### src/hdl/csq_pkg.sv
// Shared types and constants of the counting semaphore with waiter queue.
package csq_pkg;

  // Fixed field widths
  localparam int unsigned CountW  = 17;
  localparam int unsigned DataW   = 16;
  localparam int unsigned InitW   = 15;
  localparam int unsigned IdPortW = 8;
  localparam int unsigned IdWideW = 16;
  localparam int unsigned KindW   = 3;
  localparam int unsigned OpW     = 2;

  // Count limits and reset value of the initial count
  localparam int CountMax  = 32767;
  localparam int InitReset = 1;

  // Operation codes on the request channel
  typedef enum logic [OpW-1:0] {
    OP_WAIT   = 2'd0,
    OP_SIGNAL = 2'd1,
    OP_FLUSH  = 2'd2
  } opcode_e;

  // Result kinds on the response channel
  typedef enum logic [KindW-1:0] {
    KIND_PASSED     = 3'd0,
    KIND_BLOCKED    = 3'd1,
    KIND_RELEASED   = 3'd2,
    KIND_SIG_DONE   = 3'd3,
    KIND_FULL       = 3'd4,
    KIND_FLUSH_DONE = 3'd5
  } kind_e;

  // Controller states
  typedef enum logic [1:0] {
    ST_IDLE,
    ST_RELEASE,
    ST_FINISH
  } ctrl_state_e;

  // Datapath commands issued by the controller
  typedef enum logic [2:0] {
    CMD_NONE,
    CMD_WAIT,
    CMD_DONE,
    CMD_LOAD,
    CMD_RELEASE,
    CMD_FINISH
  } cmd_e;

  // Datapath status seen by the controller
  typedef struct packed {
    logic out_free;
    logic plan_empty;
    logic rel_last;
  } dp_status_t;

endpackage

### src/hdl/csq_ctrl.sv
// Controller state machine of the counting semaphore.
module csq_ctrl (
  input  logic                  clk_i,
  input  logic                  rst_ni,
  input  logic                  in_valid_i,
  output logic                  in_ready_o,
  input  logic [1:0]            opcode_i,
  input  csq_pkg::dp_status_t   status_i,
  output csq_pkg::cmd_e         cmd_o
);
  import csq_pkg::*;

  ctrl_state_e state_q, state_d;
  logic        accept;
  logic        is_release_op;

  assign accept        = in_valid_i && in_ready_o;
  assign is_release_op = (opcode_i == OP_SIGNAL) || (opcode_i == OP_FLUSH);

  // Advance the state
  always_comb begin
    state_d = state_q;
    unique case (state_q)
      ST_IDLE: begin
        if (accept && is_release_op && !status_i.plan_empty) begin
          state_d = ST_RELEASE;
        end
      end
      ST_RELEASE: begin
        if (status_i.out_free && status_i.rel_last) begin
          state_d = ST_FINISH;
        end
      end
      ST_FINISH: begin
        if (status_i.out_free) begin
          state_d = ST_IDLE;
        end
      end
      default: state_d = ST_IDLE;
    endcase
  end

  // Drive handshake and datapath commands
  always_comb begin
    cmd_o      = CMD_NONE;
    in_ready_o = 1'b0;
    unique case (state_q)
      ST_IDLE: begin
        in_ready_o = status_i.out_free;
        if (in_valid_i && status_i.out_free) begin
          unique case (opcode_i)
            OP_WAIT:   cmd_o = CMD_WAIT;
            OP_SIGNAL,
            OP_FLUSH:  cmd_o = status_i.plan_empty ? CMD_DONE : CMD_LOAD;
            default:   cmd_o = CMD_NONE;
          endcase
        end
      end
      ST_RELEASE: begin
        if (status_i.out_free) begin
          cmd_o = CMD_RELEASE;
        end
      end
      ST_FINISH: begin
        if (status_i.out_free) begin
          cmd_o = CMD_FINISH;
        end
      end
      default: cmd_o = CMD_NONE;
    endcase
  end

  // Hold the state
  always_ff @(posedge clk_i or negedge rst_ni) begin
    if (!rst_ni) begin
      state_q <= ST_IDLE;
    end else begin
      state_q <= state_d;
    end
  end

endmodule

### src/hdl/csq_dp.sv
// Datapath of the counting semaphore: count, waiter queue and result register.
module csq_dp #(
  parameter int unsigned QUEUE_DEPTH = 16,
  parameter int unsigned ID_BITS     = 8
) (
  input  logic                                  clk_i,
  input  logic                                  rst_ni,
  input  csq_pkg::cmd_e                         cmd_i,
  output csq_pkg::dp_status_t                   status_o,
  input  logic                                  cfg_we_i,
  input  logic [csq_pkg::InitW-1:0]             cfg_wdata_i,
  input  logic [1:0]                            opcode_i,
  input  logic [csq_pkg::IdPortW-1:0]           thread_id_i,
  input  logic [csq_pkg::DataW-1:0]             wait_limit_i,
  input  logic signed [csq_pkg::DataW-1:0]      release_count_i,
  output logic                                  out_valid_o,
  input  logic                                  out_ready_i,
  output logic [csq_pkg::KindW-1:0]             kind_o,
  output logic [csq_pkg::IdPortW-1:0]           thread_id_out_o,
  output logic signed [csq_pkg::DataW-1:0]      return_value_o,
  output logic                                  last_o
);
  import csq_pkg::*;

  localparam int unsigned PtrW  = $clog2(QUEUE_DEPTH);
  localparam int unsigned WaitW = $clog2(QUEUE_DEPTH + 1);
  localparam logic signed [CountW-1:0] FullLevel = CountW'(-QUEUE_DEPTH);
  localparam logic signed [CountW-1:0] CountOne  = CountW'(1);
  localparam logic signed [CountW:0]   SatMax    = (CountW + 1)'(CountMax);

  // Wrap a queue pointer
  function automatic logic [PtrW-1:0] adv(input logic [PtrW-1:0] p);
    return (p == PtrW'(QUEUE_DEPTH - 1)) ? '0 : p + PtrW'(1);
  endfunction

  logic signed [CountW-1:0] count_q, count_d;
  logic [PtrW-1:0]          head_q, head_d, tail_q, tail_d;
  logic [ID_BITS-1:0]       mem_q [QUEUE_DEPTH];
  logic [ID_BITS-1:0]       rd_q;
  logic [WaitW-1:0]         waiters, plan_t, rel_cnt_q, rel_cnt_d;
  logic [DataW-1:0]         plan_rem, rem_q, rem_d, rem_sel, n_u, w_wide;
  logic signed [DataW-1:0]  plan_rv, rv_q, rv_d, wait_rv;
  kind_e                    plan_kind, done_kind_q, done_kind_d;
  logic signed [CountW:0]   sum_w;
  logic signed [CountW-1:0] sat_count;
  logic [IdWideW-1:0]       id_wide, e_id_wide;
  logic [ID_BITS-1:0]       id_in, e_id;
  logic                     wr_en, emit, e_last, out_free, count_pos;
  kind_e                    e_kind;
  logic signed [DataW-1:0]  e_rv;
  logic                     out_valid_q;
  kind_e                    kind_q;
  logic [IdPortW-1:0]       id_out_q;
  logic signed [DataW-1:0]  rv_out_q;
  logic                     last_q;

  // Mask the caller ID to the stored width
  assign id_wide = IdWideW'(thread_id_i);
  assign id_in   = id_wide[ID_BITS-1:0];

  // Occupancy follows from a negative count
  assign waiters   = count_q[CountW-1] ? WaitW'(-count_q) : '0;
  assign w_wide    = DataW'(waiters);
  assign n_u       = release_count_i;
  assign count_pos = !count_q[CountW-1] && (count_q != '0);
  assign wait_rv   = (wait_limit_i == '0) ? DataW'(1) : '0;
  assign out_free  = !out_valid_q || out_ready_i;

  // Plan a signal or flush: threads to release, leftover and return value
  always_comb begin
    plan_t    = '0;
    plan_rem  = '0;
    plan_rv   = '0;
    plan_kind = KIND_SIG_DONE;
    if (opcode_i == OP_FLUSH) begin
      plan_t    = waiters;
      plan_rv   = w_wide;
      plan_kind = KIND_FLUSH_DONE;
    end else if (release_count_i[DataW-1]) begin
      plan_rv = release_count_i;
    end else if (release_count_i == '0) begin
      if (waiters != '0) begin
        plan_t = WaitW'(1);
      end else begin
        plan_rem = DataW'(1);
      end
    end else begin
      if (n_u < w_wide) begin
        plan_t = WaitW'(n_u);
      end else begin
        plan_t   = waiters;
        plan_rem = n_u - w_wide;
      end
      plan_rv = DataW'(plan_t);
    end
  end

  // Add the leftover to the count, saturating at the top
  assign rem_sel   = (cmd_i == CMD_FINISH) ? rem_q : plan_rem;
  assign sum_w     = {count_q[CountW-1], count_q} + $signed({2'b00, rem_sel});
  assign sat_count = (sum_w > SatMax) ? SatMax[CountW-1:0] : sum_w[CountW-1:0];

  // Execute the datapath command
  always_comb begin
    count_d     = count_q;
    head_d      = head_q;
    tail_d      = tail_q;
    rel_cnt_d   = rel_cnt_q;
    rem_d       = rem_q;
    rv_d        = rv_q;
    done_kind_d = done_kind_q;
    wr_en       = 1'b0;
    emit        = 1'b0;
    e_kind      = KIND_PASSED;
    e_id        = '0;
    e_rv        = '0;
    e_last      = 1'b0;
    unique case (cmd_i)
      CMD_NONE: begin
      end
      CMD_WAIT: begin
        emit   = 1'b1;
        e_id   = id_in;
        e_rv   = wait_rv;
        e_last = 1'b1;
        if (count_q <= FullLevel) begin
          e_kind = KIND_FULL;
        end else begin
          count_d = count_q - CountOne;
          if (count_pos) begin
            e_kind = KIND_PASSED;
          end else begin
            e_kind = KIND_BLOCKED;
            wr_en  = 1'b1;
            tail_d = adv(tail_q);
          end
        end
      end
      CMD_DONE: begin
        count_d = sat_count;
        emit    = 1'b1;
        e_kind  = plan_kind;
        e_rv    = plan_rv;
        e_last  = 1'b1;
      end
      CMD_LOAD: begin
        rel_cnt_d   = plan_t;
        rem_d       = plan_rem;
        rv_d        = plan_rv;
        done_kind_d = plan_kind;
      end
      CMD_RELEASE: begin
        emit      = 1'b1;
        e_kind    = KIND_RELEASED;
        e_id      = rd_q;
        head_d    = adv(head_q);
        count_d   = count_q + CountOne;
        rel_cnt_d = rel_cnt_q - WaitW'(1);
      end
      CMD_FINISH: begin
        count_d = sat_count;
        emit    = 1'b1;
        e_kind  = done_kind_q;
        e_rv    = rv_q;
        e_last  = 1'b1;
      end
      default: begin
      end
    endcase
    // Re-initialise the semaphore on a configuration write
    if (cfg_we_i) begin
      count_d = CountW'(cfg_wdata_i);
      head_d  = '0;
      tail_d  = '0;
    end
  end

  // Hold count and pointers
  always_ff @(posedge clk_i or negedge rst_ni) begin
    if (!rst_ni) begin
      count_q   <= CountW'(InitReset);
      head_q    <= '0;
      tail_q    <= '0;
      rel_cnt_q <= '0;
    end else begin
      count_q   <= count_d;
      head_q    <= head_d;
      tail_q    <= tail_d;
      rel_cnt_q <= rel_cnt_d;
    end
  end

  // Hold the finishing result of a release run
  always_ff @(posedge clk_i) begin
    rem_q       <= rem_d;
    rv_q        <= rv_d;
    done_kind_q <= done_kind_d;
  end

  // Waiter queue: write at tail, prefetch the next head entry
  always_ff @(posedge clk_i) begin
    if (wr_en) begin
      mem_q[tail_q] <= id_in;
    end
    if (wr_en && (tail_q == head_d)) begin
      rd_q <= id_in;
    end else begin
      rd_q <= mem_q[head_d];
    end
  end

  // Output register valid
  always_ff @(posedge clk_i or negedge rst_ni) begin
    if (!rst_ni) begin
      out_valid_q <= 1'b0;
    end else if (emit) begin
      out_valid_q <= 1'b1;
    end else if (out_ready_i) begin
      out_valid_q <= 1'b0;
    end
  end

  // Output register payload
  assign e_id_wide = IdWideW'(e_id);
  always_ff @(posedge clk_i) begin
    if (emit) begin
      kind_q   <= e_kind;
      id_out_q <= e_id_wide[IdPortW-1:0];
      rv_out_q <= e_rv;
      last_q   <= e_last;
    end
  end

  assign out_valid_o     = out_valid_q;
  assign kind_o          = kind_q;
  assign thread_id_out_o = id_out_q;
  assign return_value_o  = rv_out_q;
  assign last_o          = last_q;

  assign status_o.out_free   = out_free;
  assign status_o.plan_empty = (plan_t == '0);
  assign status_o.rel_last   = (rel_cnt_q == WaitW'(1));

endmodule

### src/hdl/counting_semaphore_waiter_queue.sv
// Top level of the counting semaphore with a FIFO of blocked thread IDs.
//
//  channel   direction  handshake                 payload
//  request   in         in_valid_i / in_ready_o   opcode, thread_id, wait_limit, release_count
//  result    out        out_valid_o / out_ready_i kind, thread_id_out, return_value, last
//  config    in         cfg_we_i                  cfg_wdata_i (initial count)
//
// A wait, a negative signal or a signal that releases nobody gives one result. A signal
// or flush that releases t threads is planned, then gives one result per released thread
// and then the closing result; the single read port of the waiter queue sets one release
// a cycle while the result register is free. Reset loads the count with 1 and empties the
// queue. A stalled result register stalls the controller.
module counting_semaphore_waiter_queue #(
  parameter int unsigned QUEUE_DEPTH = 16,
  parameter int unsigned ID_BITS     = 8
) (
  input  logic                              clk_i,
  input  logic                              rst_ni,
  input  logic                              cfg_we_i,
  input  logic [csq_pkg::InitW-1:0]         cfg_wdata_i,
  input  logic                              in_valid_i,
  output logic                              in_ready_o,
  input  logic [1:0]                        opcode_i,
  input  logic [7:0]                        thread_id_i,
  input  logic [15:0]                       wait_limit_i,
  input  logic signed [15:0]                release_count_i,
  output logic                              out_valid_o,
  input  logic                              out_ready_i,
  output logic [2:0]                        kind_o,
  output logic [7:0]                        thread_id_out_o,
  output logic signed [15:0]                return_value_o,
  output logic                              last_o
);
  import csq_pkg::*;

  cmd_e       cmd;
  dp_status_t status;

  // Sequence the operations
  csq_ctrl u_ctrl (
    .clk_i      (clk_i),
    .rst_ni     (rst_ni),
    .in_valid_i (in_valid_i),
    .in_ready_o (in_ready_o),
    .opcode_i   (opcode_i),
    .status_i   (status),
    .cmd_o      (cmd)
  );

  // Hold count, queue and result register
  csq_dp #(
    .QUEUE_DEPTH (QUEUE_DEPTH),
    .ID_BITS     (ID_BITS)
  ) u_dp (
    .clk_i           (clk_i),
    .rst_ni          (rst_ni),
    .cmd_i           (cmd),
    .status_o        (status),
    .cfg_we_i        (cfg_we_i),
    .cfg_wdata_i     (cfg_wdata_i),
    .opcode_i        (opcode_i),
    .thread_id_i     (thread_id_i),
    .wait_limit_i    (wait_limit_i),
    .release_count_i (release_count_i),
    .out_valid_o     (out_valid_o),
    .out_ready_i     (out_ready_i),
    .kind_o          (kind_o),
    .thread_id_out_o (thread_id_out_o),
    .return_value_o  (return_value_o),
    .last_o          (last_o)
  );

`ifndef SYNTH
  // A result is only issued into a free output register
  a_emit_free: assert property (@(posedge clk_i) disable iff (!rst_ni)
    (cmd == CMD_RELEASE || cmd == CMD_FINISH || cmd == CMD_WAIT || cmd == CMD_DONE)
      |-> status.out_free)
    else $error("result issued into a busy output register");

  // A released thread is never the closing result of a transaction
  a_release_not_last: assert property (@(posedge clk_i) disable iff (!rst_ni)
    (out_valid_o && kind_o == KIND_RELEASED) |-> !last_o)
    else $error("released thread marked as last");

  // Closing results of signal and flush carry no thread
  a_done_no_id: assert property (@(posedge clk_i) disable iff (!rst_ni)
    (out_valid_o && (kind_o == KIND_SIG_DONE || kind_o == KIND_FLUSH_DONE))
      |-> (thread_id_out_o == '0) && last_o)
    else $error("closing result carries a thread ID");

  // The last release of a run is followed by the closing result
  a_release_then_finish: assert property (@(posedge clk_i) disable iff (!rst_ni)
    (cmd == CMD_RELEASE && status.rel_last) |=> !in_ready_o)
    else $error("request taken before the closing result");
`endif

endmodule
### config.mk
export PLATFORM = sky130hd
export DESIGN_NAME = counting_semaphore_waiter_queue
export DESIGN_NICKNAME = d
export VERILOG_FILES = /design/src/hdl/csq_pkg.sv /design/src/hdl/csq_ctrl.sv /design/src/hdl/csq_dp.sv /design/src/hdl/counting_semaphore_waiter_queue.sv
export SDC_FILE = /design/constraint.sdc
export NUM_CORES = 1
export LEC_CHECK = 0
export BUFFER_PORTS_ARGS = -buffer_cell sky130_fd_sc_hd__buf_4
export CAP_MARGIN = 20
export CORE_UTILIZATION = 43
export CTS_BUF_LIST = sky130_fd_sc_hd__clkbuf_8
export CTS_CLUSTER_DIAMETER = 200
export DETAILED_ROUTE_END_ITERATION = 7
export GPL_TIMING_DRIVEN = 1
export SLEW_MARGIN = 20
export SYNTH_ARGS = -nofsm -noshare
export SYNTH_HDL_FRONTEND = slang
export SYNTH_SLANG_ARGS = --single-unit
### constraint.sdc
create_clock -name clk_i -period 10.75 [get_ports clk_i]
set_input_delay 1.6125 -clock clk_i [delete_from_list [all_inputs] [get_ports clk_i]]
set_output_delay 1.6125 -clock clk_i [all_outputs]
set_load 0.05 [all_outputs]
==> summary.md <==
| Metric | Value |
|---|---|
| Area growth from synthesis to layout | 15.5% |
| H-tree depth | 2 |
| Die height | ~170 um |
| Max cap viols | 0 |
| Synth area leader | edfxtp_1 |
| Ys flop type | edfxtp_1 |
| Nature of the critical path startpoint | flop |
| Post-DRT Antenna Nets | 0 |
| Worst VDD drop | about 0.11 mV |
| Part of the power in registers | about a third |
| Full die area | 27,900 um2 |
| CTS tree | done |
| Yosys warning count | 0 |
| Placed cells | between 1k and 1.5k |
| Max Freq | around 140 MHz |
| Tmin final | around 7 ns |
| Starting Density | between 40% and 50% |
| Drt wl/cell | a little under 20 um |
| Antenna violations before repair | 0 |
| Worst path required time | roughly 11 ns |
| Register-to-Register Setup Slack | roughly 3.6 ns |
| First DRT Iteration DRCs | 502 |
| Share of the yosys chip area belonging to registers | a little under three fifths |
| Sw frac | around 40% |
| Crit Path Class | flop to flop |
| Slew Limit Fails | 0 |
| Tightest Pin Transition | 0.959 ns |
| Cell count after synthesis | 912 |
| Finished Layout Cells | between 1k and 1.5k |
| Clock-pin slew on the worst setup and hold paths | ~0.070 ns |
| Leak | around 4.9 nW |
| Port bufs | between 90 and 100 |
| HPWL after DPL | 18.9 mm |
| First-pass GRT wire length | roughly 43 mm |
| Unique masters post-synth | 73 |
| Final hold viol count | 0 |
| Syn_nets | roughly 1k |
| Critical path arrival | roughly 7.6 ns |
| N_diodes | 0 |
| Routed WL | between 20 and 30 mm |
| Fin nets | approximately 1.1k |
| Slew HR | between 30% and 40% |
| Core Util, Final | 50.4% |
| Root Buffer | clkbuf_8 |
| Fin crit share | between 60% and 70% |
| FP Rows | 60 |
| Critical Path Sink Type | flop |
| Via count | roughly 7.9k |
| Synthesized area per cell | 12.9 um2 |
| Ys async rst share | approximately 15% |
| Cells resized by post-CTS repair | 0 |
| Pin count of the biggest net entering global routing | 48 |
| Die span in x | 167 um |
| Clk_skew | around 0.024 ns |
| Combinational share of power | a little over two fifths |
| Hold_buf cts | 0 |
| EDFF count, synth | 190 |
| Area contributors post-synth | edfxtp_1 (49%), mux4_2 (7.7%), dfrtp_1 (6.8%) |
| DR vias/cell | approximately 5.7 |
| Clock sink count | roughly 230 |
| Status | finished, final reports clean |
| Clock Power Share | between 20% and 30% |
| Vias in the first global route | between 7k and 8k |
| Detailed Routing Iterations Pass 1 | 4 |
| Most common cell in the netlist | edfxtp_1 |
| I/O pin cnt | 92 |
| Inserted Clock Buffers | 38 |
| GR Util All Layers | 20.0% |
| Post-CTS Setup Inserts | 0 |
| P per Cell Area | about 260 nW/um2 |
| Layout cells sized above 1 | between 20% and 30% |
| Top cells by count, synth | edfxtp_1 (190), nand2_1 (86), nor2_1 (61), ha_1 (47), inv_1 (42) |
| RSZ-0062 raised after global routing | no |
| DRC viols | 0 |
| Clock buffer depth | 3 |
| Final Wtd Congestion | around 0.86 |
| Worst hold path class | flop to flop |
| Final count of negative-setup-slack endpoints | 0 |
| Sw power | 1.39 mW |
| Clk_lat worst skew | 0.54 ns |
| Synth top area share | between 40% and 50% |
| Overflow after GRT | 0 |
| Setup TNS | 0 ns |
| Register bit count reported by yosys | roughly 230 |
| CP max FO | 26 |
| Core box area | around 27,000 um2 |
| Mapped Area | between 10,000 and 15,000 um2 |
| P_int | 2.09 mW |
[layout make-up]
class,instances,area (um2)
clock buffer,41,564
clock inverter,28,186
fill,2355,13300
inverter,42,158
multi-input combinational,602,4800
sequential,227,6620
tap,341,427
timing repair buffer,107,803
[placed cells by master (no fill, tap or decap), types with 8 or more instances in the layout]
master / instances
o221ai_1: 8
nand2_1: 86
o31ai_1: 15
a22o_1: 22
o211ai_1: 18
edfxtp_1: 190
a21o_1: 8
dfrtp_1: 32
xor2_1: 13
o221ai_2: 8
nand3_1: 19
ha_1: 47
o21ai_0: 30
nor4_1: 16
buf_4: 107
clkinv_1: 10
inv_1: 50
a21oi_1: 31
and2_1: 15
clkbuf_8: 41
xnor2_1: 28
nor2_1: 61
mux4_2: 40
nor3_1: 23
[layer usage]
metal  wire length (um)  track usage (%)  part of all wire (%)
met1              13500             30.1                    50
met4                531             5.98                   2.0
met2              11600             29.4                    43
met5                  0                0                     0
met3               1490             3.55                   5.5
[cell families after synthesis]
logic type | after synthesis | share of synthesized area, %
AND/OR/NAND/NOR | 268 | 11.0
flip-flops | 227 | 56.4
XOR/XNOR | 41 | 3.06
AO/OA/AOI/OAI | 197 | 12.9
adder cells (fa/ha/maj) | 50 | 5.53
multiplexers | 46 | 8.25
buffers and inverters | 83 | 2.91
[through the flow]
step | total power [mW] | setup WS, ns | instance area [um2] | hold WS [ns]
floorplan | 2.33 | 4.52 | 11700 | 0.495
global placement | 2.71 | 3.56 | 12800 | 0.507
detailed placement | 2.73 | 3.36 | 12800 | 0.514
CTS | 3.50 | 3.64 | 13500 | 0.528
global route | 3.70 | 2.95 | 13600 | 0.534
finish | 3.48 | 3.58 | 13600 | 0.525
[flip-flops by register name, indices dropped and copies added, names as in the netlist, named ones only]
name	cells
u_dp.rem_q	16
u_dp.tail_q	4
u_dp.head_q	4
u_dp.return_value_o	16
u_dp.mem_q	128
u_dp.rv_q	16
u_dp.thread_id_out_o	8
u_dp.count_q	17
u_dp.done_kind_q	2
u_ctrl.state_q	2
u_dp.rel_cnt_q	5
u_dp.last_o	1
u_dp.kind_o	3
u_dp.out_valid_o	1
[power by group through the flow]
stage | logic, mW | clock network, mW | registers [mW]
final | 1.53 | 0.756 | 1.19
after global routing | 1.68 | 0.812 | 1.21
after CTS | 1.53 | 0.777 | 1.19
after detailed placement | 1.52 | 0 | 1.21
after global placement | 1.51 | 0 | 1.21
after floorplan | 0.982 | 0 | 1.35
[worst max-delay path: stages, from the launching register on]
cell	delay [ns]
dfrtp_1	0.49
inv_1	0.16
ha_1	0.19
nor3b_1	0.43
mux2_2	0.44
ha_1	0.33
o21ai_0	0.12
o21ai_1	0.53
o31a_1	0.30
nor2_1	0.07
or3_1	0.65
inv_1	0.13
nand2_1	0.07
o21ai_0	0.23
inv_1	0.10
fa_1	0.43
nor2b_1	0.17
o31a_1	0.16
nor2_1	0.08
o311ai_0	0.63
nand3_1	0.23
or4b_2	0.30
o2111ai_4	0.33
o221ai_1	0.33
o211ai_1	0.12
[final timing paths]
path / start / endpoint / cells past startpoint
min in group asynchronous: rst_ni / u_dp.count_q[8] / 1
max: u_dp.count_q[1] / u_dp.count_q[5] / 24
min: u_dp.rv_q[15] / u_dp.return_value_o[15] / 1
min reg2reg: u_dp.rv_q[15] / u_dp.return_value_o[15] / 1
max reg2reg: u_dp.count_q[1] / u_dp.count_q[5] / 24
max in group asynchronous: rst_ni / u_dp.count_q[0] / 1
Power figures use the tool's default switching activity.
